File: src/rtl/core/svpc_pkg.sv
// svpc_pkg: widths, constants and item types for the space vector pwm compare block
// no dependencies; used by every other file of the block
`default_nettype none

package svpc_pkg;

  localparam int VALUE_WIDTH = 16;
  localparam int CMP_W       = 16;
  localparam int NUM_PH      = 3;

  // sqrt(3) in Q16
  localparam int               SQRT3_W   = 17;
  localparam logic [SQRT3_W-1:0] SQRT3_Q16 = 17'd113512;

  // configuration register widths
  localparam int DTV_W      = 12;
  localparam int SLOPE_W    = 16;
  localparam int PER_W      = 16;
  localparam int CFG_ADDR_W = 2;
  localparam int CFG_DATA_W = 16;

  localparam logic [DTV_W-1:0] DTV_RESET   = '0;
  localparam logic [SLOPE_W-1:0] SLOPE_RESET = '0;
  localparam logic [PER_W-1:0] PER_RESET   = 16'd4096;

  // internal datapath widths
  localparam int V_W   = VALUE_WIDTH + 11;          // doubled phase voltage, 2^-17 V
  localparam int B_W   = VALUE_WIDTH + SQRT3_W + 1; // beta * sqrt3
  localparam int C_W   = VALUE_WIDTH + SLOPE_W + 1; // current * slope
  localparam int U_W   = V_W + 3;                   // duty numerator, 2^-18 V
  localparam int N_W   = U_W + PER_W + 1;           // numerator * period
  localparam int D_W   = VALUE_WIDTH + 10;          // bus * 1024
  localparam int REM_W = N_W - 1;
  localparam int Q_W   = CMP_W;

  // pipeline: product, phase sum, injection, multiply, range check,
  // one stage per quotient bit, output register
  localparam int FRONT_STAGES = 3;
  localparam int NUM_STAGES   = FRONT_STAGES + 2 + Q_W + 1;
  localparam int DIV_EN_W     = NUM_STAGES - FRONT_STAGES;

  typedef enum logic [CFG_ADDR_W-1:0] {
    CFG_DEAD_VOLTS = 2'd0,
    CFG_DEAD_SLOPE = 2'd1,
    CFG_PWM_PERIOD = 2'd2
  } cfg_addr_t;

  typedef logic signed [VALUE_WIDTH-1:0] value_t;
  typedef logic [VALUE_WIDTH-1:0]        uvalue_t;
  typedef logic signed [V_W-1:0]         volt_t;
  typedef logic signed [U_W-1:0]         ext_t;
  typedef logic [CMP_W-1:0]              cmp_t;

  typedef struct packed {
    value_t  volt_alpha;
    value_t  volt_beta;
    uvalue_t bus_volts;
    value_t  current_a;
    value_t  current_b;
    value_t  current_c;
  } cmd_t;

  typedef struct packed {
    cmp_t compare_a;
    cmp_t compare_b;
    cmp_t compare_c;
  } result_t;

endpackage

`default_nettype wire

File: src/rtl/core/svpc_merge.sv
// svpc_merge: min-max zero-sequence injection across the three lanes plus half-bus offset
// depends on svpc_pkg; one register stage
`default_nettype none

module svpc_merge (
  input  logic              clk,
  input  logic              en,
  input  svpc_pkg::volt_t   w [svpc_pkg::NUM_PH],
  input  svpc_pkg::uvalue_t bus,
  output svpc_pkg::ext_t    u [svpc_pkg::NUM_PH]
);
  import svpc_pkg::*;

  volt_t mx;
  volt_t mn;
  ext_t  mid;
  ext_t  half;
  ext_t  u_next [NUM_PH];

  always_comb begin
    mx = w[0];
    mn = w[0];
    for (int k = 1; k < NUM_PH; k++) begin
      if (w[k] > mx) begin
        mx = w[k];
      end
      if (w[k] < mn) begin
        mn = w[k];
      end
    end
  end

  assign mid  = U_W'(mx) + U_W'(mn);
  assign half = $signed(U_W'({bus, 9'b0}));

  always_comb begin
    for (int k = 0; k < NUM_PH; k++) begin
      u_next[k] = (U_W'(w[k]) <<< 1) - mid + half;
    end
  end

  always_ff @(posedge clk) begin
    if (en) begin
      for (int k = 0; k < NUM_PH; k++) begin
        u[k] <= u_next[k];
      end
    end
  end

endmodule

`default_nettype wire

File: config.mk
export PLATFORM = sky130hd
export DESIGN_NAME = svpc_merge
export DESIGN_NICKNAME = d
export VERILOG_FILES = /design/src/rtl/core/svpc_pkg.sv /design/src/rtl/core/svpc_merge.sv
export SDC_FILE = /design/constraint.sdc
export NUM_CORES = 1
export LEC_CHECK = 0
export BUFFER_PORTS_ARGS = -buffer_cell sky130_fd_sc_hd__buf_2
export CELL_PAD_IN_SITES_DETAIL_PLACEMENT = 0
export CELL_PAD_IN_SITES_GLOBAL_PLACEMENT = 1
export CORE_ASPECT_RATIO = 0.5
export CORE_MARGIN = 4
export CORE_UTILIZATION = 41
export CTS_CLUSTER_DIAMETER = 80
export DETAILED_ROUTE_END_ITERATION = 8
export HOLD_SLACK_MARGIN = 0.15
export PLACE_DENSITY_LB_ADDON = 0.08
export SYNTH_ARGS = -nofsm -noshare
export SYNTH_HDL_FRONTEND = slang
export SYNTH_SLANG_ARGS = --single-unit
File: constraint.sdc
create_clock -name clk -period 10.2 [get_ports clk]
set_clock_uncertainty 0.1 [all_clocks]
set_input_delay 0.51 -clock clk [delete_from_list [all_inputs] [get_ports clk]]
set_output_delay 0.51 -clock clk [all_outputs]
set_load 0.005 [all_outputs]
Word-level counts from Yosys, hierarchy flattened
Index checks and enable logic that the tools add are counted.
- flip-flop bits (word level): 90
- bits of input ports: 99
- output and inout port bits: 90
- logic and storage cells: 18
- $add $sub $neg: 7
- order comparisons: 4
- multiplexer cells: 4
- operators with widths (kind ; number):
    27-bit 2-to-1 mux ; 4
    29-bit by 26-bit adder with 30-bit output ; 3
    28-bit by 28-bit subtractor with 29-bit output ; 3
    27-bit > comparator ; 2
    27-bit less-than comparator ; 2
    27-bit by 27-bit adder with 28-bit output ; 1

Logic depth before layout (Yosys ltp)
Gate-level depths: netlist of run 1.
- depth after elaboration: 7
- mapped depth: 46

Worst setup path after synthesis of run 1
No wires, ideal clock.
- kind: input-to-reg
- start point: in w[80] (netlist name)
- end point: reg u[27] (netlist name), data pin
- setup time: 0.260 ns
- arrival: 9.518 ns
- data required time: 9.840 ns
- setup slack: 0.322 ns
- stages: 42
- path through: inv_1 > ha_1 > nand4_1 > nor4_1 > nand3_1 > o211ai_2 > xor2_2 > or2_1 > clkbuf_1 > buf_2 > mux2i_1 > ha_1 > nor2b_1 > o21a_1 > o21a_1 > o21a_1 > o21a_1 > o21ai_0 > (+6 left out) > or3_1 > o221a_2 > a21o_1 > a41o_1 > a21o_1 > a21oi_1 > xor2_1 > xnor2_1 > ha_1 > a21o_1 > ha_1 > nor3_1 > a21boi_0 > o21bai_1 > or4_1 > a31o_2 > a31oi_1 > xnor2_1
- RTL lines (item ; line ; source):
    start: declaration ; svpc_merge.sv:8 ; input svpc_pkg::volt_t w [svpc_pkg::NUM_PH],
    end signal: indexed assignment ; svpc_merge.sv:45 ; u[k] <= u_next[k];
    end: declaration ; svpc_merge.sv:10 ; output svpc_pkg::ext_t u [svpc_pkg::NUM_PH]

==> run summary, run 1 <==
Synthesis inferred 88 register bits. The tools report the share of the core filled with cells as 0.5624. Yosys mapped a number of flops with a built-in enable equal to 88. The run gives 0 as the antenna violation net count after detailed routing.

The worst setup path is captured at a flop. After detailed routing, the total wire length is 43.69 mm. The part of the cycle the worst path needs is 0.9576. u holds more flip-flops than any other register.

By instance count, the leading cell after synthesis is sky130_fd_sc_hd__ha_1. For this run, the detailed router's first-pass iteration total came to 5. The tools report the number of slew-limit violations in the final report as 0. The die is 131.4 um tall. At the pin with the least slew margin, the transition time is 760.9 ps. The wire length of the first global-routing pass came out at 67.68 mm.

The area growth from synthesis to layout is 32.91%. For the number of maximum-capacitance constraint violations, the log shows 0. The tools report the overall global routing resource usage as 0.2564. Once detailed placement completed, the half-perimeter wirelength came to 37.52 mm.

The via density per instance is 5.448, and the minimum period implied by the final worst setup slack is 9768 ps. The dominant cell type by count on the critical path is sky130_fd_sc_hd__o21a_1. Summed over all instances, the cell type with the most area after synthesis is sky130_fd_sc_hd__ha_1. The number of global-route vias before repair is 12380. The area share of the largest cell type after synthesis is 0.2395, and the critical path data arrival time is 9810 ps. The layout has 2751 filler cells. For the total I/O pin count, the log shows 189. Among all flip-flop cells after synthesis, the most frequent one is sky130_fd_sc_hd__edfxtp_1. After synthesis, the cell types taking the most area are sky130_fd_sc_hd__ha_1 24%, sky130_fd_sc_hd__edfxtp_1 21%, sky130_fd_sc_hd__mux2i_1 6.3%, sky130_fd_sc_hd__fa_1 5.9%, sky130_fd_sc_hd__a21oi_1 5.3%. Measured along the x axis, the die boundary spans 254.8 um. The run gives 0.4927 as the worst slew margin relative to its limit. Across all layers, the routed design uses 12180 vias.

The clock slew at the register clock pins of the worst setup and hold paths came out at 90 ps. The logs give 0.9293 for the routability congestion estimate from global placement and 9 for the number of buffers added by the clock tree synthesis step. The number of warning messages in the yosys log is 0, and the count of final setup violators is 0.

The violation count after the first detailed-routing iteration was 696; the number of nets at the end of the flow was 2213. The worst hold path belongs to the class primary input to flop. Counting distinct cell types in the post-synthesis netlist gives 69. The share of async-settable or async-resettable flops after synthesis came out at 0. The floorplan has 44 rows.

The worst setup path is launched from a primary input. After technology mapping, the gate count stands at 1348. The count of endpoints failing hold in the final timing report came out at 0. The register with the most flip-flops in the layout has 88 of them. The highest clock frequency the design can meet was 0.1024 GHz; the mapped cell area was 0.01249 mm2. The clock tree synthesis step divided the H-tree into 3 levels.

Buffers inserted to repair hold after CTS numbered 0. For this run, design rule violations remaining after detail routing come to 0. The number of antenna violations at the first check in global routing is 1. Share of layout cells above drive strength 1: 0.3001.

STA puts the critical path data required time at 10240 ps. The number of nets produced by synthesis is 1723. The highest net fanout along the worst path works out to 5.

Root cell of the clock tree: sky130_fd_sc_hd__clkbuf_16. The type of the setup path with the least slack is primary input to flop. The flow ran to the end, and the final reports show no timing, DRC or antenna violations. TritonCTS built the clock tree.

In the final routed layout, each cell accounts on average for 19.55 um. In the final layout, the registers with the most flip-flops are u x88. After synthesis, the most frequently instantiated cells are 239 x sky130_fd_sc_hd__ha_1, 133 x sky130_fd_sc_hd__a21oi_1, 94 x sky130_fd_sc_hd__inv_1.

The synthesized area divided by synthesized cell count came out at 9.262 um2. The count of buffers added on input and output ports is 188. Hold is met by 517.8 ps.

Entering global routing, the biggest net connects 54 pins. Largest incremental delay on the critical path: 520 ps. The run gives 2 as the number of buffers on the longest clock path. The run gives 0 ps as the accumulated negative setup slack. For this design, the slowest cell found on the critical path is sky130_fd_sc_hd__or4_1.

Sequential area share after synthesis: 0.2116. The starting density of the core was 0.4231; the number of sinks on the clock net was 88. The die covers 0.03348 mm2. After global routing the overflow that remains totals 0. The core area is 0.02951 mm2.
layer usage:
layer | vias up | global-route usage | wire length [um] | part of all wire
met4 | 0 | 0.04570 | 703 | 0.016
met3 | 43 | 0.05825 | 2778 | 0.064
met1 | 5831 | 0.3709 | 21380 | 0.49
met2 | 315 | 0.3972 | 18820 | 0.43
li1 | 5987 | - | - | -
met5 | - | 0 | 0 | 0
cells by family (layout without fill, tap and decap cells):
family          count (synthesis)  count (layout)  synth area share
xor+xnor                      111             111           0.07846
other cells                     0               1                 0
compound gates                388             388            0.1984
simple gates                  284             284            0.1090
flops                          88              88            0.2116
mux                            80              80           0.06423
fa+ha+maj                     276             276            0.2988
buf+inv                       121             616           0.03938
layout make-up:
type / count / area, um2 / area share
multi-input cells: 1139 / 9480 / 0.5713
repair buffers: 506 / 3356 / 0.2022
flip-flops and latches: 88 / 2643 / 0.1592
well taps: 391 / 489.2 / 0.02948
inverters: 94 / 352.8 / 0.02126
clock buffers: 9 / 225.2 / 0.01357
clock inverters: 7 / 46.29 / 0.002790
diodes: 1 / 2.502 / 0.0001508
stage by stage:
step	std cells	worst slack [ps]	instance area, um2
6_report	2235	432.4	16590
5_1_grt	2235	-12.41	16590
4_1_cts	2232	95.43	16470
3_5_place_dp	2216	-262.5	16200
3_3_place_gp	2216	-65.85	16200
2_1_floorplan	1348	321.6	12490
path summary, 6_finish.rpt:
kind	from	slack [ps]	endpoint	cells after the start
max	w[64]	430	u[27]	43
min	w[27]	520	u[31]	3
critical path: cells and delay by family:
kind,cells,cell delay (ps)
AO/OA/AOI/OAI,20,3720
XOR/XNOR,2,200
adder cells (fa/ha/maj),6,2020
buffers and inverters,6,880
multiplexers,2,590
AND/OR/NAND/NOR,7,1880
cells in the final DEF, fill, tap and decap left out, types with 16 or more instances in the layout:
cell type	count
sky130_fd_sc_hd__a21o_1	58
sky130_fd_sc_hd__a21oi_1	132
sky130_fd_sc_hd__buf_2	187
sky130_fd_sc_hd__buf_4	317
sky130_fd_sc_hd__edfxtp_1	88
sky130_fd_sc_hd__fa_1	37
sky130_fd_sc_hd__ha_1	239
sky130_fd_sc_hd__inv_1	94
sky130_fd_sc_hd__mux2i_1	78
sky130_fd_sc_hd__nand2_1	57
sky130_fd_sc_hd__nand2b_1	25
sky130_fd_sc_hd__nand3_1	27
sky130_fd_sc_hd__nand4_1	16
sky130_fd_sc_hd__nor2_1	90
sky130_fd_sc_hd__nor2b_1	18
sky130_fd_sc_hd__nor3_1	19
sky130_fd_sc_hd__o21a_1	19
sky130_fd_sc_hd__o21ai_0	62
sky130_fd_sc_hd__xnor2_1	72
sky130_fd_sc_hd__xor2_1	35
timing repair:
action	in CTS	in global routing
endpoints found under the setup margin	0	34
gates resized for setup	0	26
buffers inserted	0	2
Power of run 1 is left out: the tool's default activity adds up to more than one toggle a clock period on the data nets, which glitch-free logic cannot reach.
==> inputs of run 2 (changes only) <==
--- a/config.mk
+++ b/config.mk
@@ -5,14 +5,14 @@
 export SDC_FILE = /design/constraint.sdc
 export NUM_CORES = 1
 export LEC_CHECK = 0
-export BUFFER_PORTS_ARGS = -buffer_cell sky130_fd_sc_hd__buf_2
 export CELL_PAD_IN_SITES_DETAIL_PLACEMENT = 0
 export CELL_PAD_IN_SITES_GLOBAL_PLACEMENT = 1
 export CORE_ASPECT_RATIO = 0.5
 export CORE_MARGIN = 4
-export CORE_UTILIZATION = 41
+export CORE_UTILIZATION = 46
 export CTS_CLUSTER_DIAMETER = 80
 export DETAILED_ROUTE_END_ITERATION = 8
+export DONT_BUFFER_PORTS = 1
 export HOLD_SLACK_MARGIN = 0.15
 export PLACE_DENSITY_LB_ADDON = 0.08
 export SYNTH_ARGS = -nofsm -noshare
==> run summary, run 2 (same netlist as run 1, synthesis figures left out) <==
The wire length of the first global-routing pass was 62.43 mm (was 67.68 mm); the count of final setup violators was 0 (unchanged). For the antenna violation net count after detailed routing, the log shows 0 (unchanged). The violation count after the first detailed-routing iteration was 601 (was 696). The overall global routing resource usage was 0.2711 (was 0.2564); the total I/O pin count was 189 (unchanged). Kind of capture point of the worst setup path: a flop (unchanged).

The count of input and output buffers was 0 (was 188); the final worst-path setup slack was 542.5 ps (was 432.4 ps). Commonest non-fill, non-tap cell in the layout: sky130_fd_sc_hd__ha_1 (was sky130_fd_sc_hd__buf_4). For the count of endpoints failing hold in the final timing report, the log shows 0 (unchanged). The pre-CTS worst setup slack is -171.5 ps (was -262.5 ps). The final wirelength was 40.90 mm (was 43.69 mm); the global routing usage on met1 was 0.3725 (was 0.3709). The number of flip-flops under the largest register name was 88 (unchanged). For the number of nets at the end of the flow, the log shows 1940 (was 2213). The met2 demand-to-capacity share in global routing is 0.4102 (was 0.3972).

The cell type of the slowest stage on the worst timing path was sky130_fd_sc_hd__or2_2 (was sky130_fd_sc_hd__or4_1). The overall die width was 241.0 um (was 254.8 um); the number of cells on the worst hold path was 0 (was 3). The core area is 0.02659 mm2 (was 0.02951 mm2). The number of buffers added by the clock tree synthesis step came out at 9 (unchanged).

The routability congestion estimate from global placement came out at 0.9477 (was 0.9293). The highest clock frequency the design can meet was 0.1035 GHz (was 0.1024 GHz). TritonCTS built the clock tree.

The number of sinks on the clock net is 88 (unchanged). The logs give 0.5451 (was 0.4927) for the worst slew margin relative to its limit and 0 ps (unchanged) for the accumulated negative setup slack. Startpoint kind of the worst setup timing path: a primary input (unchanged). The area growth from synthesis to layout was 19.80% (was 32.91%); the number of rows created at floorplan was 42 (was 44). The highest net fanout along the worst path was 4 (was 5); the global-route met3 utilization was 0.09558 (was 0.05825).

The floorplan die area is 0.03000 mm2 (was 0.03348 mm2), and the sum of net half-perimeters after detailed placement is 34.76 mm (was 37.52 mm). The buffer and inverter count on the worst path came out at 5 (was 6). For the remaining routing DRC violations, the log shows 0 (unchanged). Starting density of the core: 0.4696 (was 0.4231). The worst hold-check path type was primary input to flop (unchanged). The tools report the largest net degree at the start of global routing as 49 (was 54). The clock slew at the register clock pins of the worst setup and hold paths is 70 ps (was 90 ps). The tools report the number of antenna violations at the first check in global routing as 1 (unchanged). Highest-count cells in the layout ignoring fill and taps: 239 x sky130_fd_sc_hd__ha_1, 227 x sky130_fd_sc_hd__buf_4, 131 x sky130_fd_sc_hd__a21oi_1 (was 317 x sky130_fd_sc_hd__buf_4, 239 x sky130_fd_sc_hd__ha_1, 187 x sky130_fd_sc_hd__buf_2). The worst-case hold path end point was u[75] (was u[31]). The share of the core filled with cells is 0.5625 (was 0.5624), and the total grt overflow is 0 (unchanged). Minimum period implied by the final worst setup slack: 9658 ps (was 9768 ps). The type of the setup path with the least slack is primary input to flop (unchanged).

The average wire per standard cell works out to 21.28 um (was 19.55 um). The number of diodes added for antenna fixing is 0 (was 1), and the number of global-route vias before repair is 11150 (was 12380). The critical path's top delay family was compound AO/OA/AOI/OAI gates (unchanged). The run gives 2433 (was 2751) as the count of filler cells inserted in the layout. The tools report the worst min-delay path startpoint as en (was w[27]). For the maximum level of the CTS H-tree, the log shows 3 (unchanged).

Via density per instance: 5.765 (was 5.448). The tools report the root cell of the clock tree as sky130_fd_sc_hd__clkbuf_16 (unchanged). The count of TritonRoute iterations in the first routing pass is 5 (unchanged), and the critical path data arrival time is 9690 ps (was 9810 ps). The number of slew-limit violations in the final report is 0 (unchanged).

The part of the cycle the worst path needs was 0.9468 (was 0.9576). The register with the highest flop count was u (unchanged). The number of maximum-capacitance constraint violations came out at 0 (unchanged).

The count of vias placed by the detailed router was 11080 (was 12180); the required time at the endpoint of the critical path was 10230 ps (was 10240 ps). Largest registers: u x88 (unchanged). The share of layout cells above drive strength 1 was 0.1745 (was 0.3001); the largest incremental delay on the critical path was 390 ps (was 520 ps).

The flow ran to the end, and the final reports show no timing, DRC or antenna violations. The die height was 124.5 um (was 131.4 um); the number of buffers on the longest clock path was 2 (unchanged). The pin slew with the least headroom to its limit works out to 675.2 ps (was 760.9 ps). The busiest metal layer after global routing was met2 (unchanged).
run 2: stage by stage:
stage | instance area, um2 | hold WS, ps | std cells
finish | 14960 | 204.6 | 1922
global route | 14960 | 165.9 | 1922
CTS | 14870 | 151.7 | 1920
detailed placement | 14570 | 530.5 | 1902
global placement | 14570 | 529.0 | 1902
floorplan | 12490 | 522.5 | 1348
run 2: per-layer routing:
layer  wire (um)  vias up
met5          13        -
met4         697        2
met3        3180       42
met2       17590      278
met1       19420     5311
li1            -     5447
run 2: worst max path at each step:
stage	start	depth (start not counted)	endpoint	slack (ps)
after floorplan	w[80]	42	u[27]	320
after global placement	w[62]	43	u[87]	-70
after detailed placement	w[62]	43	u[87]	-170
after CTS	w[62]	43	u[87]	190
after global routing	w[62]	45	u[87]	-10
final	w[62]	44	u[56]	540
run 2: final cells by class:
type                    instances  area, um2  area share
multi-input cells            1139       9444      0.6314
repair buffers                233       1804      0.1206
clock inverters                 7      48.80    0.003262
well taps                     352      440.4     0.02944
inverters                      94      352.8     0.02359
flip-flops and latches         88       2643      0.1767
clock buffers                   9      225.2     0.01506
run 2: timing repair:
action	4_1_cts	5_1_grt
resized for setup	0	17
hold buffers	2	1
setup endpoints to repair	0	23
endpoints found under the hold margin	41	8
setup buffers	0	1
Power of run 2 is left out for the same reason.
==> inputs of run 3 (changes only) <==
--- a/config.mk
+++ b/config.mk
@@ -9,7 +9,7 @@
 export CELL_PAD_IN_SITES_GLOBAL_PLACEMENT = 1
 export CORE_ASPECT_RATIO = 0.5
 export CORE_MARGIN = 4
-export CORE_UTILIZATION = 46
+export CORE_UTILIZATION = 40
 export CTS_CLUSTER_DIAMETER = 80
 export DETAILED_ROUTE_END_ITERATION = 8
 export DONT_BUFFER_PORTS = 1
==> run summary, run 3 (same netlist as run 1, synthesis figures left out) <==
Count of filler cells inserted in the layout: 2947 (was 2433). Number of placed instances, taps included: 1945 (was 1902). The maximum level of the CTS H-tree was 3 (unchanged); the count of input and output buffers was 0 (unchanged). The minimum period implied by the final worst setup slack was 9801 ps (was 9658 ps). The type of the setup path with the least slack was primary input to flop (unchanged). The overall die width works out to 257.9 um (was 241.0 um).

The number of sinks on the clock net is 88 (unchanged), and the violation count after the first detailed-routing iteration is 683 (was 601). The cell type of the slowest stage on the worst timing path is sky130_fd_sc_hd__fa_1 (was sky130_fd_sc_hd__or2_2). The run gives 0 (unchanged) as the number of diodes added for antenna fixing. The dominant cell type by count on the critical path is sky130_fd_sc_hd__o21a_1. The tools report the count of TritonRoute iterations in the first routing pass as 6 (was 5). The via density per instance is 5.504 (was 5.765), and the required time at the endpoint of the critical path is 10230 ps (about the same).

The die height is 132.9 um (was 124.5 um), and the clock slew at the register clock pins of the worst setup and hold paths is 70 ps (about the same). The placed standard-cell area is 0.01446 mm2 (was 0.01457 mm2), and the average wire per standard cell is 21.63 um (was 21.28 um). The count of endpoints failing hold in the final timing report is 0 (unchanged), and the number of buffers on the longest clock path is 2 (unchanged). The logs give 0.9154 (was 0.9477) for the routability congestion estimate from global placement and 10950 (was 11150) for the number of global-route vias before repair. The run finished with clean final reports. The logs give 0 (unchanged) for the remaining routing DRC violations and 0.2453 (was 0.2711) for the overall global routing resource usage. The number of buffers added by the clock tree synthesis step was 9 (unchanged); the highest clock frequency the design can meet was 0.1020 GHz (was 0.1035 GHz). Largest net degree at the start of global routing: 61 (was 49).

The number of maximum-capacitance constraint violations is 0 (unchanged), and the pin slew with the least headroom to its limit is 762.6 ps (was 675.2 ps). The worst slew margin relative to its limit is 0.4862 (was 0.5451). The count of vias placed by the detailed router was 10820 (was 11080).

The tools report the root cell of the clock tree as sky130_fd_sc_hd__clkbuf_16 (unchanged). The tools report the total grt overflow as 0 (unchanged). The worst hold-check path type is primary input to flop (unchanged). The number of slew-limit violations in the final report came out at 0 (unchanged). The logs give 64.46 mm (was 62.43 mm) for the wire length of the first global-routing pass and 0.03428 mm2 (was 0.03000 mm2) for the floorplan die area. The number of nets at the end of the flow is 1913 (was 1940). The final wirelength was 42.52 mm (was 40.90 mm). For the antenna violation net count after detailed routing, the log shows 0 (unchanged). For the sum of net half-perimeters after detailed placement, the log shows 36.39 mm (was 34.76 mm). Largest registers: u x88 (unchanged).

The tools report the startpoint kind of the worst setup timing path as a primary input (unchanged). Highest-count cells in the layout ignoring fill and taps: 239 x sky130_fd_sc_hd__ha_1, 199 x sky130_fd_sc_hd__buf_4, 132 x sky130_fd_sc_hd__a21oi_1 (was 239 x sky130_fd_sc_hd__ha_1, 227 x sky130_fd_sc_hd__buf_4, 131 x sky130_fd_sc_hd__a21oi_1). The largest incremental delay on the critical path works out to 480 ps (was 390 ps). The number of flip-flops under the largest register name is 88 (unchanged). The starting density of the core came out at 0.4091 (was 0.4696). The commonest non-fill, non-tap cell in the layout is sky130_fd_sc_hd__ha_1 (unchanged). The number of rows created at floorplan is 45 (was 42).

The tools report the kind of capture point of the worst setup path as a flop (unchanged). TritonCTS built the clock tree. The area growth from synthesis to layout works out to 19.04% (was 19.80%).

Setup repair after global routing could not meet its margin everywhere. For the critical path data arrival time, the log shows 9830 ps (was 9690 ps). The total I/O pin count was 189 (unchanged); the non-filler instance count after layout was 1966 (was 1922). Part of the cycle the worst path needs: 0.9609 (was 0.9468). The core area came out at 0.03052 mm2 (was 0.02659 mm2). The highest net fanout along the worst path was 6 (was 4); the count of final setup violators was 0 (unchanged).

The share of layout cells above drive strength 1 works out to 0.1588 (was 0.1745). The register with the highest flop count was u (unchanged). The run gives 0.01486 mm2 (was 0.01496 mm2) as the post-route standard cell area excluding fillers. The tools report the number of antenna violations at the first check in global routing as 1 (unchanged).
run 3: cell types whose count changed in the layout (fill, tap and decap cells not counted), sizes merged:
cell | previous run | this run
buf | 231 | 204
inv | 94 | 97
clkinvlp | 3 | 2
bufinv | 0 | 1
clkinv | 4 | 1
run 3: worst paths after layout:
path	start	to	slack (ps)	depth (start not counted)
setup / recovery	w[62]	u[27]	400	40
hold / removal	en	u[19]	200	0
run 3: layout make-up:
cell class,instances,area (um2),area share
Multi-Input combinational cell,1139,9423,0.6340
Inverter,94,352.8,0.02374
Clock inverter,7,76.32,0.005135
Sequential cell,88,2643,0.1778
Timing Repair Buffer,206,1614,0.1086
Clock buffer,9,225.2,0.01515
Tap cell,423,529.3,0.03561
run 3: layer usage:
metal,global-route usage,up-vias,part of all wire
li1,-,5373,-
met1,0.3479,5203,0.50
met2,0.3862,218,0.44
met3,0.06330,25,0.058
met4,0.03551,2,0.0084
met5,0,-,0.00031
run 3: stage by stage:
stage	worst slack [ps]	setup TNS [ps]	utilization	hold WS, ps
2_1_floorplan	321.6	0	-	522.5
3_3_place_gp	-246.0	-1786	0.4738	529.0
3_5_place_dp	-259.8	-1583	0.4738	532.2
4_1_cts	118.4	0	0.4843	154.6
5_1_grt	-45.44	-100.3	0.4870	152.6
6_report	399.3	0	0.4870	195.7
run 3: critical path, delay by kind of cell:
family | cells | cell delay [ps]
and+or+nand+nor | 6 | 1930
buffers and inverters | 4 | 650
muxes | 2 | 550
xor gates and xnor gates | 2 | 210
adders and majority gates | 6 | 1940
AOI/OAI and AO/OA | 20 | 4020
run 3: timing repair:
item,in CTS,in global routing
setup endpoints to repair,0,35
hold buffers,1,2
endpoints found under the hold margin,29,2
setup buffers,0,2
resized for setup,0,13
Power of run 3 is left out for the same reason.
